**src/design/flm_pkg.sv**
```systemverilog
// Package with the shared types and constants of the FLAC metadata block locator.
`timescale 1ns / 1ps

package flm_pkg;

    // Width of the saturating file position counter (16 to 64).
    localparam int OFFSET_WIDTH = 32;
    localparam logic [OFFSET_WIDTH-1:0] POS_MAX = {OFFSET_WIDTH{1'b1}};

    // File signatures.
    localparam logic [31:0] SIG_FLAC = 32'h664C_6143;
    localparam logic [23:0] SIG_ID3  = 24'h49_4433;

    // Result queue geometry: room for the two results one byte can cause.
    localparam int FIFO_DEPTH = 4;
    localparam int FIFO_AW    = $clog2(FIFO_DEPTH);

    // Parser phases.
    typedef enum logic [2:0] {
        PH_SIG,
        PH_TAGHDR,
        PH_TAGBODY,
        PH_SIG2,
        PH_HDR,
        PH_SKIP,
        PH_PAYLOAD,
        PH_DONE
    } t_phase;

    // Result kinds.
    typedef enum logic [2:0] {
        KIND_PAYLOAD   = 3'd0,
        KIND_FOUND     = 3'd1,
        KIND_NOT_FLAC  = 3'd2,
        KIND_NO_MATCH  = 3'd3,
        KIND_EARLY_END = 3'd4
    } t_kind;

    // One result item.
    typedef struct packed {
        t_kind       kind;
        logic [7:0]  payload_byte;
        logic        payload_last;
        logic [23:0] block_length;
        logic [31:0] payload_offset;
    } t_result;

    // Results written into the queue for one accepted byte, in order.
    typedef struct packed {
        logic [1:0] count;
        t_result    res0;
        t_result    res1;
    } t_push;

    // Queue status seen by the top level.
    typedef struct packed {
        logic [FIFO_AW:0] count;
        logic             room_for_two;
    } t_fifo_status;

endpackage

```
**src/design/flm_in_if.sv**
```systemverilog
// Input byte channel of the FLAC metadata block locator.
`timescale 1ns / 1ps

interface flm_in_if;
    logic       valid;
    logic       ready;
    logic [7:0] data_byte;
    logic       first_byte;
    logic       final_byte;

    modport source (output valid, output data_byte, output first_byte, output final_byte,
                    input ready);
    modport sink   (input valid, input data_byte, input first_byte, input final_byte,
                    output ready);
endinterface

```
**src/design/flm_out_if.sv**
```systemverilog
// Result channel of the FLAC metadata block locator.
`timescale 1ns / 1ps

interface flm_out_if;
    logic        valid;
    logic        ready;
    logic [2:0]  kind;
    logic [7:0]  payload_byte;
    logic        payload_last;
    logic [23:0] block_length;
    logic [31:0] payload_offset;

    modport source (output valid, output kind, output payload_byte, output payload_last,
                    output block_length, output payload_offset, input ready);
    modport sink   (input valid, input kind, input payload_byte, input payload_last,
                    input block_length, input payload_offset, output ready);
endinterface

```
**src/design/flm_parser.sv**
```systemverilog
// Byte parser: ID3 skip, signature check, header walk and payload pass-through.
`timescale 1ns / 1ps

module flm_parser
    import flm_pkg::*;
(
    input  logic       i_clk,
    input  logic       i_rst_n,
    input  logic       i_accept,
    input  logic [7:0] i_data_byte,
    input  logic       i_first_byte,
    input  logic       i_final_byte,
    input  logic [6:0] i_wanted_type,
    output t_push      o_push
);

    t_phase                  r_phase, n_phase, s_phase;
    logic [2:0]              r_field, n_field, s_field;
    logic [31:0]             r_sig, n_sig, s_sig;
    logic [27:0]             r_skip, n_skip, s_skip;
    logic [27:0]             r_len, n_len, s_len;
    logic                    r_final, n_final, s_final;
    logic                    r_match, n_match, s_match;
    logic [OFFSET_WIDTH-1:0] r_pos, n_pos;

    logic [31:0] sig_shift;
    logic [27:0] tag_len;
    logic [23:0] hdr_len;
    logic [27:0] skip_dec;
    logic [63:0] pos_ext;
    logic [31:0] pos_clamped;
    logic        p_valid;
    t_result     p_res;
    t_result     e_res;

    // A first byte restarts the parser before the byte is taken.
    always_comb begin
        if (i_first_byte) begin
            s_phase = PH_SIG;
            s_field = '0;
            s_sig   = '0;
            s_skip  = '0;
            s_len   = '0;
            s_final = 1'b0;
            s_match = 1'b0;
        end else begin
            s_phase = r_phase;
            s_field = r_field;
            s_sig   = r_sig;
            s_skip  = r_skip;
            s_len   = r_len;
            s_final = r_final;
            s_match = r_match;
        end
    end

    // Shared datapath terms.
    assign sig_shift = {s_sig[23:0], i_data_byte};
    assign tag_len   = {s_len[20:0], i_data_byte[6:0]};
    assign hdr_len   = {s_len[15:0], i_data_byte};
    assign skip_dec  = s_skip - 28'd1;

    // Position counts bytes since the file start and saturates.
    always_comb begin
        if (i_first_byte) begin
            n_pos = OFFSET_WIDTH'(1);
        end else if (r_pos == POS_MAX) begin
            n_pos = r_pos;
        end else begin
            n_pos = r_pos + OFFSET_WIDTH'(1);
        end
    end

    assign pos_ext     = 64'(n_pos);
    assign pos_clamped = (pos_ext > 64'hFFFF_FFFF) ? 32'hFFFF_FFFF : pos_ext[31:0];

    // Next state of the parser.
    always_comb begin
        n_phase = s_phase;
        n_field = s_field;
        n_sig   = s_sig;
        n_skip  = s_skip;
        n_len   = s_len;
        n_final = s_final;
        n_match = s_match;
        unique case (s_phase)
            PH_SIG, PH_SIG2: begin
                n_sig = sig_shift;
                if (s_field < 3'd3) begin
                    n_field = s_field + 3'd1;
                end else begin
                    n_field = '0;
                    if (s_phase == PH_SIG && sig_shift[31:8] == SIG_ID3) begin
                        n_len   = '0;
                        n_phase = PH_TAGHDR;
                    end else if (sig_shift == SIG_FLAC) begin
                        n_phase = PH_HDR;
                    end else begin
                        n_phase = PH_DONE;
                    end
                end
            end
            PH_TAGHDR: begin
                if (s_field >= 3'd2 && i_data_byte[7]) begin
                    n_phase = PH_DONE;
                end else begin
                    if (s_field >= 3'd2) begin
                        n_len = tag_len;
                    end
                    if (s_field < 3'd5) begin
                        n_field = s_field + 3'd1;
                    end else begin
                        n_field = '0;
                        n_sig   = '0;
                        n_skip  = tag_len;
                        n_phase = (tag_len != '0) ? PH_TAGBODY : PH_SIG2;
                    end
                end
            end
            PH_TAGBODY: begin
                n_skip = skip_dec;
                if (skip_dec == '0) begin
                    n_phase = PH_SIG2;
                end
            end
            PH_HDR: begin
                if (s_field == '0) begin
                    n_final = i_data_byte[7];
                    n_match = (i_data_byte[6:0] == i_wanted_type);
                    n_len   = '0;
                    n_field = 3'd1;
                end else begin
                    n_len = {4'd0, hdr_len};
                    if (s_field < 3'd3) begin
                        n_field = s_field + 3'd1;
                    end else begin
                        n_field = '0;
                        n_skip  = {4'd0, hdr_len};
                        if (s_match) begin
                            n_phase = (hdr_len != '0) ? PH_PAYLOAD : PH_DONE;
                        end else if (s_final) begin
                            n_phase = PH_DONE;
                        end else begin
                            n_phase = (hdr_len != '0) ? PH_SKIP : PH_HDR;
                        end
                    end
                end
            end
            PH_SKIP: begin
                n_skip = skip_dec;
                if (skip_dec == '0) begin
                    n_phase = PH_HDR;
                end
            end
            PH_PAYLOAD: begin
                n_skip = skip_dec;
                if (skip_dec == '0) begin
                    n_phase = PH_DONE;
                end
            end
            PH_DONE: begin
                n_phase = PH_DONE;
            end
            default: begin
                n_phase = PH_DONE;
            end
        endcase
        // An early end closes the file whatever the byte did.
        if (i_final_byte) begin
            n_phase = PH_DONE;
        end
    end

    // Result caused by the byte itself.
    always_comb begin
        p_valid = 1'b0;
        p_res   = '0;
        unique case (s_phase)
            PH_SIG, PH_SIG2: begin
                if (s_field == 3'd3 &&
                    !(s_phase == PH_SIG && sig_shift[31:8] == SIG_ID3) &&
                    sig_shift != SIG_FLAC) begin
                    p_valid    = 1'b1;
                    p_res.kind = KIND_NOT_FLAC;
                end
            end
            PH_TAGHDR: begin
                if (s_field >= 3'd2 && i_data_byte[7]) begin
                    p_valid    = 1'b1;
                    p_res.kind = KIND_NOT_FLAC;
                end
            end
            PH_HDR: begin
                if (s_field == 3'd3) begin
                    if (s_match) begin
                        p_valid              = 1'b1;
                        p_res.kind           = KIND_FOUND;
                        p_res.payload_last   = (hdr_len == '0);
                        p_res.block_length   = hdr_len;
                        p_res.payload_offset = pos_clamped;
                    end else if (s_final) begin
                        p_valid    = 1'b1;
                        p_res.kind = KIND_NO_MATCH;
                    end
                end
            end
            PH_PAYLOAD: begin
                p_valid            = 1'b1;
                p_res.kind         = KIND_PAYLOAD;
                p_res.payload_byte = i_data_byte;
                p_res.payload_last = (skip_dec == '0);
            end
            PH_TAGBODY, PH_SKIP, PH_DONE: begin
                p_valid = 1'b0;
            end
            default: begin
                p_valid = 1'b0;
            end
        endcase
    end

    // The early-end report that follows any result of the same byte.
    always_comb begin
        e_res      = '0;
        e_res.kind = KIND_EARLY_END;
    end

    logic ends_early;
    // Work out the phase the byte leaves behind, before the final-byte override.
    t_phase step_phase;
    always_comb begin
        step_phase = s_phase;
        unique case (s_phase)
            PH_SIG, PH_SIG2: begin
                if (s_field == 3'd3) begin
                    if (s_phase == PH_SIG && sig_shift[31:8] == SIG_ID3) begin
                        step_phase = PH_TAGHDR;
                    end else if (sig_shift == SIG_FLAC) begin
                        step_phase = PH_HDR;
                    end else begin
                        step_phase = PH_DONE;
                    end
                end
            end
            PH_TAGHDR: begin
                if (s_field >= 3'd2 && i_data_byte[7]) begin
                    step_phase = PH_DONE;
                end else if (s_field == 3'd5) begin
                    step_phase = (tag_len != '0) ? PH_TAGBODY : PH_SIG2;
                end
            end
            PH_HDR: begin
                if (s_field == 3'd3 && (s_match || s_final)) begin
                    step_phase = (s_match && hdr_len != '0) ? PH_PAYLOAD : PH_DONE;
                end
            end
            PH_PAYLOAD: begin
                if (skip_dec == '0) begin
                    step_phase = PH_DONE;
                end
            end
            PH_TAGBODY, PH_SKIP, PH_DONE: begin
                step_phase = s_phase;
            end
            default: begin
                step_phase = PH_DONE;
            end
        endcase
    end
    assign ends_early = i_final_byte && (step_phase != PH_DONE);

    // Results handed to the queue, packed in order.
    always_comb begin
        o_push = '0;
        if (i_accept) begin
            if (p_valid) begin
                o_push.res0  = p_res;
                o_push.res1  = e_res;
                o_push.count = ends_early ? 2'd2 : 2'd1;
            end else if (ends_early) begin
                o_push.res0  = e_res;
                o_push.count = 2'd1;
            end
        end
    end

    // Parser state registers, updated on each input transfer.
    always_ff @(posedge i_clk) begin
        if (!i_rst_n) begin
            r_phase <= PH_SIG;
            r_field <= '0;
            r_sig   <= '0;
            r_skip  <= '0;
            r_len   <= '0;
            r_final <= 1'b0;
            r_match <= 1'b0;
            r_pos   <= '0;
        end else if (i_accept) begin
            r_phase <= n_phase;
            r_field <= n_field;
            r_sig   <= n_sig;
            r_skip  <= n_skip;
            r_len   <= n_len;
            r_final <= n_final;
            r_match <= n_match;
            r_pos   <= n_pos;
        end
    end

endmodule

```
**src/design/flm_result_fifo.sv**
```systemverilog
// Four-entry result queue taking up to two results per cycle and giving one.
`timescale 1ns / 1ps

module flm_result_fifo
    import flm_pkg::*;
(
    input  logic         i_clk,
    input  logic         i_rst_n,
    input  t_push        i_push,
    input  logic         i_pop,
    output logic         o_valid,
    output t_result      o_head,
    output t_fifo_status o_status
);

    t_result              r_mem [FIFO_DEPTH];
    logic [FIFO_AW-1:0]   r_wr, n_wr;
    logic [FIFO_AW-1:0]   r_rd, n_rd;
    logic [FIFO_AW:0]     r_count, n_count;
    logic [FIFO_AW-1:0]   wr_next;

    assign wr_next = r_wr + FIFO_AW'(1);

    // Pointer and fill bookkeeping.
    always_comb begin
        n_wr    = r_wr + FIFO_AW'(i_push.count);
        n_rd    = i_pop ? r_rd + FIFO_AW'(1) : r_rd;
        n_count = r_count + (FIFO_AW + 1)'(i_push.count) - (FIFO_AW + 1)'(i_pop);
    end

    always_ff @(posedge i_clk) begin
        if (!i_rst_n) begin
            r_wr    <= '0;
            r_rd    <= '0;
            r_count <= '0;
        end else begin
            r_wr    <= n_wr;
            r_rd    <= n_rd;
            r_count <= n_count;
        end
    end

    // Result storage; entries carry no reset.
    always_ff @(posedge i_clk) begin
        if (i_push.count != 2'd0) begin
            r_mem[r_wr] <= i_push.res0;
        end
        if (i_push.count == 2'd2) begin
            r_mem[wr_next] <= i_push.res1;
        end
    end

    // Head of the queue and status.
    assign o_valid               = (r_count != '0);
    assign o_head                = r_mem[r_rd];
    assign o_status.count        = r_count;
    assign o_status.room_for_two = (r_count <= (FIFO_AW + 1)'(FIFO_DEPTH - 2));

endmodule

```
**src/design/flac_metadata_block_locator.sv**
```systemverilog
// Top level of the FLAC metadata block locator.
`timescale 1ns / 1ps

// The locator takes one file byte per cycle while input ready is high and finds
// the first FLAC metadata block of the type held in wanted_type, skipping a leading
// ID3v2 tag. Each byte is parsed in the cycle of its transfer and its results (none,
// one, or two when the stream also ends early) are written into a four-entry result
// queue, so a result can be taken in the cycle after the byte that caused it. Input
// ready is high while the queue has room for two results; with the result side taking
// every cycle the block sustains one byte per cycle. wanted_type is sampled at the
// first byte of each block header; the user must write it only while the block is idle, which the block does not check.
module flac_metadata_block_locator
    import flm_pkg::*;
(
    input  logic       i_clk,
    input  logic       i_rst_n,
    input  logic       i_cfg_wr_en,
    input  logic [6:0] i_cfg_wr_data,
    flm_in_if.sink     i_in,
    flm_out_if.source  o_out
);

    logic [6:0]   r_wanted_type;
    logic         in_xfer;
    logic         out_xfer;
    t_push        push;
    t_result      head;
    logic         head_valid;
    t_fifo_status fifo_status;

    // Configuration register.
    always_ff @(posedge i_clk) begin
        if (!i_rst_n) begin
            r_wanted_type <= 7'd6;
        end else if (i_cfg_wr_en) begin
            r_wanted_type <= i_cfg_wr_data;
        end
    end

    // Handshakes.
    assign i_in.ready = fifo_status.room_for_two;
    assign in_xfer    = i_in.valid && i_in.ready;
    assign out_xfer   = head_valid && o_out.ready;

    flm_parser u_parser (
        .i_clk         (i_clk),
        .i_rst_n       (i_rst_n),
        .i_accept      (in_xfer),
        .i_data_byte   (i_in.data_byte),
        .i_first_byte  (i_in.first_byte),
        .i_final_byte  (i_in.final_byte),
        .i_wanted_type (r_wanted_type),
        .o_push        (push)
    );

    flm_result_fifo u_fifo (
        .i_clk    (i_clk),
        .i_rst_n  (i_rst_n),
        .i_push   (push),
        .i_pop    (out_xfer),
        .o_valid  (head_valid),
        .o_head   (head),
        .o_status (fifo_status)
    );

    // Result channel.
    assign o_out.valid          = head_valid;
    assign o_out.kind           = head.kind;
    assign o_out.payload_byte   = head.payload_byte;
    assign o_out.payload_last   = head.payload_last;
    assign o_out.block_length   = head.block_length;
    assign o_out.payload_offset = head.payload_offset;

    // Results are only written on an input transfer.
    a_push_on_xfer: assert property (@(posedge i_clk) disable iff (!i_rst_n)
        (push.count != 2'd0) |-> in_xfer)
        else $error("results written without an input transfer");

    // The queue never holds more than its depth.
    a_fifo_bound: assert property (@(posedge i_clk) disable iff (!i_rst_n)
        fifo_status.count <= (FIFO_AW + 1)'(FIFO_DEPTH))
        else $error("result queue overflow");

    // A second result from one byte is always the early-end report.
    a_second_is_end: assert property (@(posedge i_clk) disable iff (!i_rst_n)
        (push.count == 2'd2) |-> (push.res1.kind == KIND_EARLY_END))
        else $error("second result of a byte is not an early-end report");

    // A byte is taken only while the queue has room for both of its results.
    a_ready_room: assert property (@(posedge i_clk) disable iff (!i_rst_n)
        in_xfer |-> (fifo_status.count <= (FIFO_AW + 1)'(FIFO_DEPTH - 2)))
        else $error("result queue accepted a byte without room");

endmodule
```
**src/flat_wrapper.sv**
```systemverilog
// flat-port wrapper written by rule: the top's interface ports become plain ports
module flac_metadata_block_locator_flat import flm_pkg::*;
  (i_clk, i_rst_n, i_cfg_wr_en, i_cfg_wr_data, i_in_valid, i_in_data_byte, i_in_first_byte, i_in_final_byte, i_in_ready, o_out_valid, o_out_kind, o_out_payload_byte, o_out_payload_last, o_out_block_length, o_out_payload_offset, o_out_ready);
  flm_in_if i_in_i ();
  flm_out_if o_out_i ();
  input  logic i_clk;
  input  logic i_rst_n;
  input  logic i_cfg_wr_en;
  input  logic [6:0] i_cfg_wr_data;
  input wire logic [$bits(i_in_i.valid)-1:0] i_in_valid;
  input wire logic [$bits(i_in_i.data_byte)-1:0] i_in_data_byte;
  input wire logic [$bits(i_in_i.first_byte)-1:0] i_in_first_byte;
  input wire logic [$bits(i_in_i.final_byte)-1:0] i_in_final_byte;
  output wire logic [$bits(i_in_i.ready)-1:0] i_in_ready;
  output wire logic [$bits(o_out_i.valid)-1:0] o_out_valid;
  output wire logic [$bits(o_out_i.kind)-1:0] o_out_kind;
  output wire logic [$bits(o_out_i.payload_byte)-1:0] o_out_payload_byte;
  output wire logic [$bits(o_out_i.payload_last)-1:0] o_out_payload_last;
  output wire logic [$bits(o_out_i.block_length)-1:0] o_out_block_length;
  output wire logic [$bits(o_out_i.payload_offset)-1:0] o_out_payload_offset;
  input wire logic [$bits(o_out_i.ready)-1:0] o_out_ready;
  assign i_in_i.valid = i_in_valid;
  assign i_in_i.data_byte = i_in_data_byte;
  assign i_in_i.first_byte = i_in_first_byte;
  assign i_in_i.final_byte = i_in_final_byte;
  assign i_in_ready = i_in_i.ready;
  assign o_out_valid = o_out_i.valid;
  assign o_out_kind = o_out_i.kind;
  assign o_out_payload_byte = o_out_i.payload_byte;
  assign o_out_payload_last = o_out_i.payload_last;
  assign o_out_block_length = o_out_i.block_length;
  assign o_out_payload_offset = o_out_i.payload_offset;
  assign o_out_i.ready = o_out_ready;
  flac_metadata_block_locator u_core (.i_clk(i_clk), .i_rst_n(i_rst_n), .i_cfg_wr_en(i_cfg_wr_en), .i_cfg_wr_data(i_cfg_wr_data), .i_in(i_in_i), .o_out(o_out_i));
endmodule
```
**config.mk**
```make
export PLATFORM = sky130hd
export DESIGN_NAME = flac_metadata_block_locator_flat
export DESIGN_NICKNAME = d
export VERILOG_FILES = /design/src/design/flm_pkg.sv /design/src/design/flm_in_if.sv /design/src/design/flm_out_if.sv /design/src/design/flm_parser.sv /design/src/design/flm_result_fifo.sv /design/src/design/flac_metadata_block_locator.sv /design/src/flat_wrapper.sv
export SDC_FILE = /design/constraint.sdc
export NUM_CORES = 1
export LEC_CHECK = 0
export ABC_AREA = 0
export BUFFER_PORTS_ARGS = -buffer_cell sky130_fd_sc_hd__buf_2
export CORE_MARGIN = 2
export CORE_UTILIZATION = 45
export CTS_CLUSTER_SIZE = 24
export DETAILED_ROUTE_END_ITERATION = 6
export PLACE_DENSITY = 0.57
export SLEW_MARGIN = 30
export SYNTH_ARGS = -nofsm -noshare
export SYNTH_HDL_FRONTEND = slang
export SYNTH_HIERARCHICAL = 1
export SYNTH_SLANG_ARGS = --single-unit
export TNS_END_PERCENT = 30
```
**constraint.sdc**
```tcl
create_clock -name i_clk -period 16.1 [get_ports i_clk]
set_input_delay 2.415 -clock i_clk [delete_from_list [all_inputs] [get_ports i_clk]]
set_output_delay 2.415 -clock i_clk [all_outputs]
set_load 0.05 [all_outputs]
```
==> run_results.csv <==
group,metric,value,unit
placement,io_buffers,91,
grt,met3_usage,3.42,%
die,die_w,226,um
sta,max-slew-margin-rel,35.2,%
grt,grt_max_degree,79,
die,core-area,48700,um^2
pwr,power_switching,1190,uW
setup_path,required,16.29,ns
sta,setup_viol,0,
pwr,clkPwrFrac,31.2,%
grt,met2_usage,35.2,%
synth,synth_most_common_cell,"edfxtp_1",
pwr,p_int,2120,uW
detailed_routing,wl_per_cell,22.3,um
setup_path,path_class,"primary input to flip-flop",
placement,place.gp.congestion,0.913,
synth,ys_seq_area_share,48.6,%
synth,ys.flop_type,"edfxtp_1",
clock_network,cts_tree,"built",
die,die-area,50900,um^2
detailed_routing,drtAntennaViolNets,0,
clock_network,clk_path_buf_depth,3,
sta,fmax,0.135,GHz
die,io_pins,92,
cells_and_area,num-fill-cells,4329,
run_status,status,"complete, no violations",
die,die_y,226,um
grt,grtUsageTotal,22.7,%
synth,synth_commonest_cells,"272 x edfxtp_1, 224 x mux2_2, 152 x nor2_1, 129 x dfxtp_1, 105 x a21oi_1",
pwr,combPwrFrac,30.2,%
clock_network,cts_hold_buf,0,
sta,tns,0,ns
detailed_routing,drc_errors,0,
pwr,swShare,35.9,%
detailed_routing,drt-total-wl,57400,um
die,rows,81,
clock_network,postCtsSetupRepairBufs,0,
pwr,pwr-share-seq,38.5,%
setup_path,start_kind,"primary input",
setup_path,worstPathArrival,7.60,ns
clock_network,cts_made_buffers,45,
grt,grt-ovfl-total,0,
grt,grt.busiest_layer,"met2",
synth,yosys.area.top_type,"edfxtp_1",
synth,ys_types,93,
cells_and_area,n_antenna_cell,0,
synth,ys_warn_count,6,
flow_run,drv_cap,0,
cells_and_area,post-route-util,49.9,%
cells_and_area,multi_input_area,10500,um^2
setup_path,slowest_stage,"buf_4",
synth,ys_seq_elements,401,
synth,synthesis.area,22100,um^2
cells_and_area,fin_nets,1916,
sta,skew,0.0150,ns
placement,hpwl,35000,um
setup_path,path_buf_inv,6,
synth,synthTopCellsByArea,"edfxtp_1 37%, dfxtp_1 12%, mux2_2 11%",
cells_and_area,area_delta_synth_final,10.0,%
sta,hold_viol_final,0,
detailed_routing,drt-initial-drc-count,1289,
setup_path,path_delay_family,"simple AND/OR/NAND/NOR gates",
synth,synth_edf_count,272,
cells_and_area,ff_latch_area,10800,um^2
synth,syn_avg_cell_area,12.0,um^2
clock_network,postCtsResizedCells,0,
grt,met1_usage,33.0,%
sta,fin_crit,7.41,ns
clock_network,clock_sinks,401,
setup_path,cp-end-kind,"flip-flop",
setup_path,worst-path-max-fanout,57,
grt,antenna_found_initial,1,
synth,synth_async_sr_flop_share,0,%
detailed_routing,routed_via_density,5.79,
pwr,power.density,136,nW/um^2
clock_network,clk_latency,0.57,ns
sta,max_slew.worst_pin.slew,0.972,ns
sta,finalCritPeriodShare,46.0,%
detailed_routing,num_vias,14900,
pwr,ir_worst_vdd,0.0707,mV
detailed_routing,first_pass_iters,6,
clock_network,clk_transition_reported_paths,0.06,ns
cells_and_area,drive_gt1_share,28.2,%
min_path,worstHoldPathType,"flip-flop to flip-flop",
clock_network,clockRootBuffer,"clkbuf_16",
synth,synth_top_area_share,36.9,%
grt,grt_pass1_wl,88500,um
die,start_util,45.4,%
synth,syn_inst,1850,
setup_path,path_cells,"buf_2 -> buf_4 -> clkinv_1 -> buf_4 -> nand2_1 -> inv_1 -> ha_1 -> ha_1 -> nand2_1 -> or3_1 -> o221ai_1 -> a41o_1 -> a21oi_1 -> ha_1 -> and2_1 -> and4bb_4 -> o21bai_4 -> buf_4",
grt,grt_pass1_vias,14600,
sta,drv_slew,0,
sta,grt_setup_unrepaired,"no",
pwr,p_leak,0.00862,uW
setup_path,worst_path_largest_cell_delay,0.79,ns
clock_network,htree_levels,2,
## final cells by class
cell class	count	area share, %
Multi-Input combinational cell	1295	43.2
Inverter	19	0.293
Tap cell	664	3.41
Sequential cell	401	44.2
Clock inverter	17	0.920
Clock buffer	65	5.06
Timing Repair Buffer	119	2.93
## power by group through the flow
stage	clock network [uW]	registers (uW)	logic, uW
6_report	1030	1270	1000
3_5_place_dp	0	1300	999
2_1_floorplan	0	1250	806
3_3_place_gp	0	1300	994
4_1_cts	1060	1280	1000
5_1_grt	1090	1290	1060
## logic make-up (layout without fill, tap and decap cells)
family | after synthesis | count (layout) | synth area share [%]
mux | 349 | 349 | 21.7
compound gates | 337 | 337 | 9.90
simple gates | 476 | 476 | 11.3
fa+ha+maj | 13 | 13 | 0.769
xor+xnor | 53 | 53 | 2.26
other cells | 1 | 67 | 0.0170
buf+inv | 220 | 220 | 5.45
flops | 401 | 401 | 48.6
## state kept, by name (all words and copies together), names as in the netlist, named ones only
name                     cells
u_core/r_wanted_type         7
u_core/u_fifo/r_mem        272
u_core/u_fifo/r_rd           2
u_core/u_parser/r_len       21
u_core/u_parser/r_match      1
u_core/u_parser/r_skip      28
u_core/u_parser/r_final      1
u_core/u_fifo/r_wr           2
u_core/u_parser/r_phase      3
u_core/u_parser/r_sig       24
u_core/u_parser/r_field      3
u_core/u_fifo/r_count        3
u_core/u_parser/r_pos       32
## cells in the final DEF, fill, tap and decap left out, drive strengths merged, types with 24 or more instances in the layout
| master | count |
|---|---|
| mux2 | 273 |
| edfxtp | 272 |
| nor2 | 152 |
| dfxtp | 129 |
| buf | 119 |
| a21oi | 107 |
| nand2 | 84 |
| mux4 | 68 |
| conb | 67 |
| clkbuf | 65 |
| o21ai | 60 |
| a22oi | 56 |
| and2 | 45 |
| nor3 | 38 |
| xor2 | 27 |
| xnor2 | 24 |
## through the flow
stage               setup slack, ns  hold WS, ns  area, um^2  total power, uW  instances
floorplan                      5.02        0.449       22400             2060       1916
CTS                            8.65        0.483       24300             3340       2577
finish                         8.69        0.485       24300             3310       2580
global route                   8.31        0.507       24300             3450       2580
detailed placement             8.06        0.474       22800             2300       2495
global placement               8.07        0.468       22800             2290       2494
## routing by layer
| metal | routed length, um | up-vias |
|---|---|---|
| met5 | 0 | - |
| met4 | 1440 | 0 |
| met3 | 3550 | 73 |
| met2 | 26200 | 456 |
| met1 | 26300 | 7434 |
| li1 | - | 6972 |
## final timing paths
check	start	slack [ns]	endpoint	cells past startpoint
setup / recovery	i_in_first_byte	8.69	u_core/u_fifo/r_mem[2][65]$_DFFE_PP_	18
setup reg to reg	u_core/u_parser/r_skip[0]$_SDFFE_PN0P_	10.37	u_core/u_fifo/r_mem[2][65]$_DFFE_PP_	12
hold reg to reg	u_core/u_parser/r_skip[27]$_SDFFE_PN0P_	0.48	u_core/u_parser/r_skip[27]$_SDFFE_PN0P_	2
hold / removal	u_core/u_parser/r_skip[27]$_SDFFE_PN0P_	0.48	u_core/u_parser/r_skip[27]$_SDFFE_PN0P_	2
## worst min-delay path: cells and delay by family, from the launching register on
family	cells	cell delay (ns)
flops	1	0.33
simple gates	1	0.06
compound gates	1	0.05
Power figures use the tool's default switching activity.
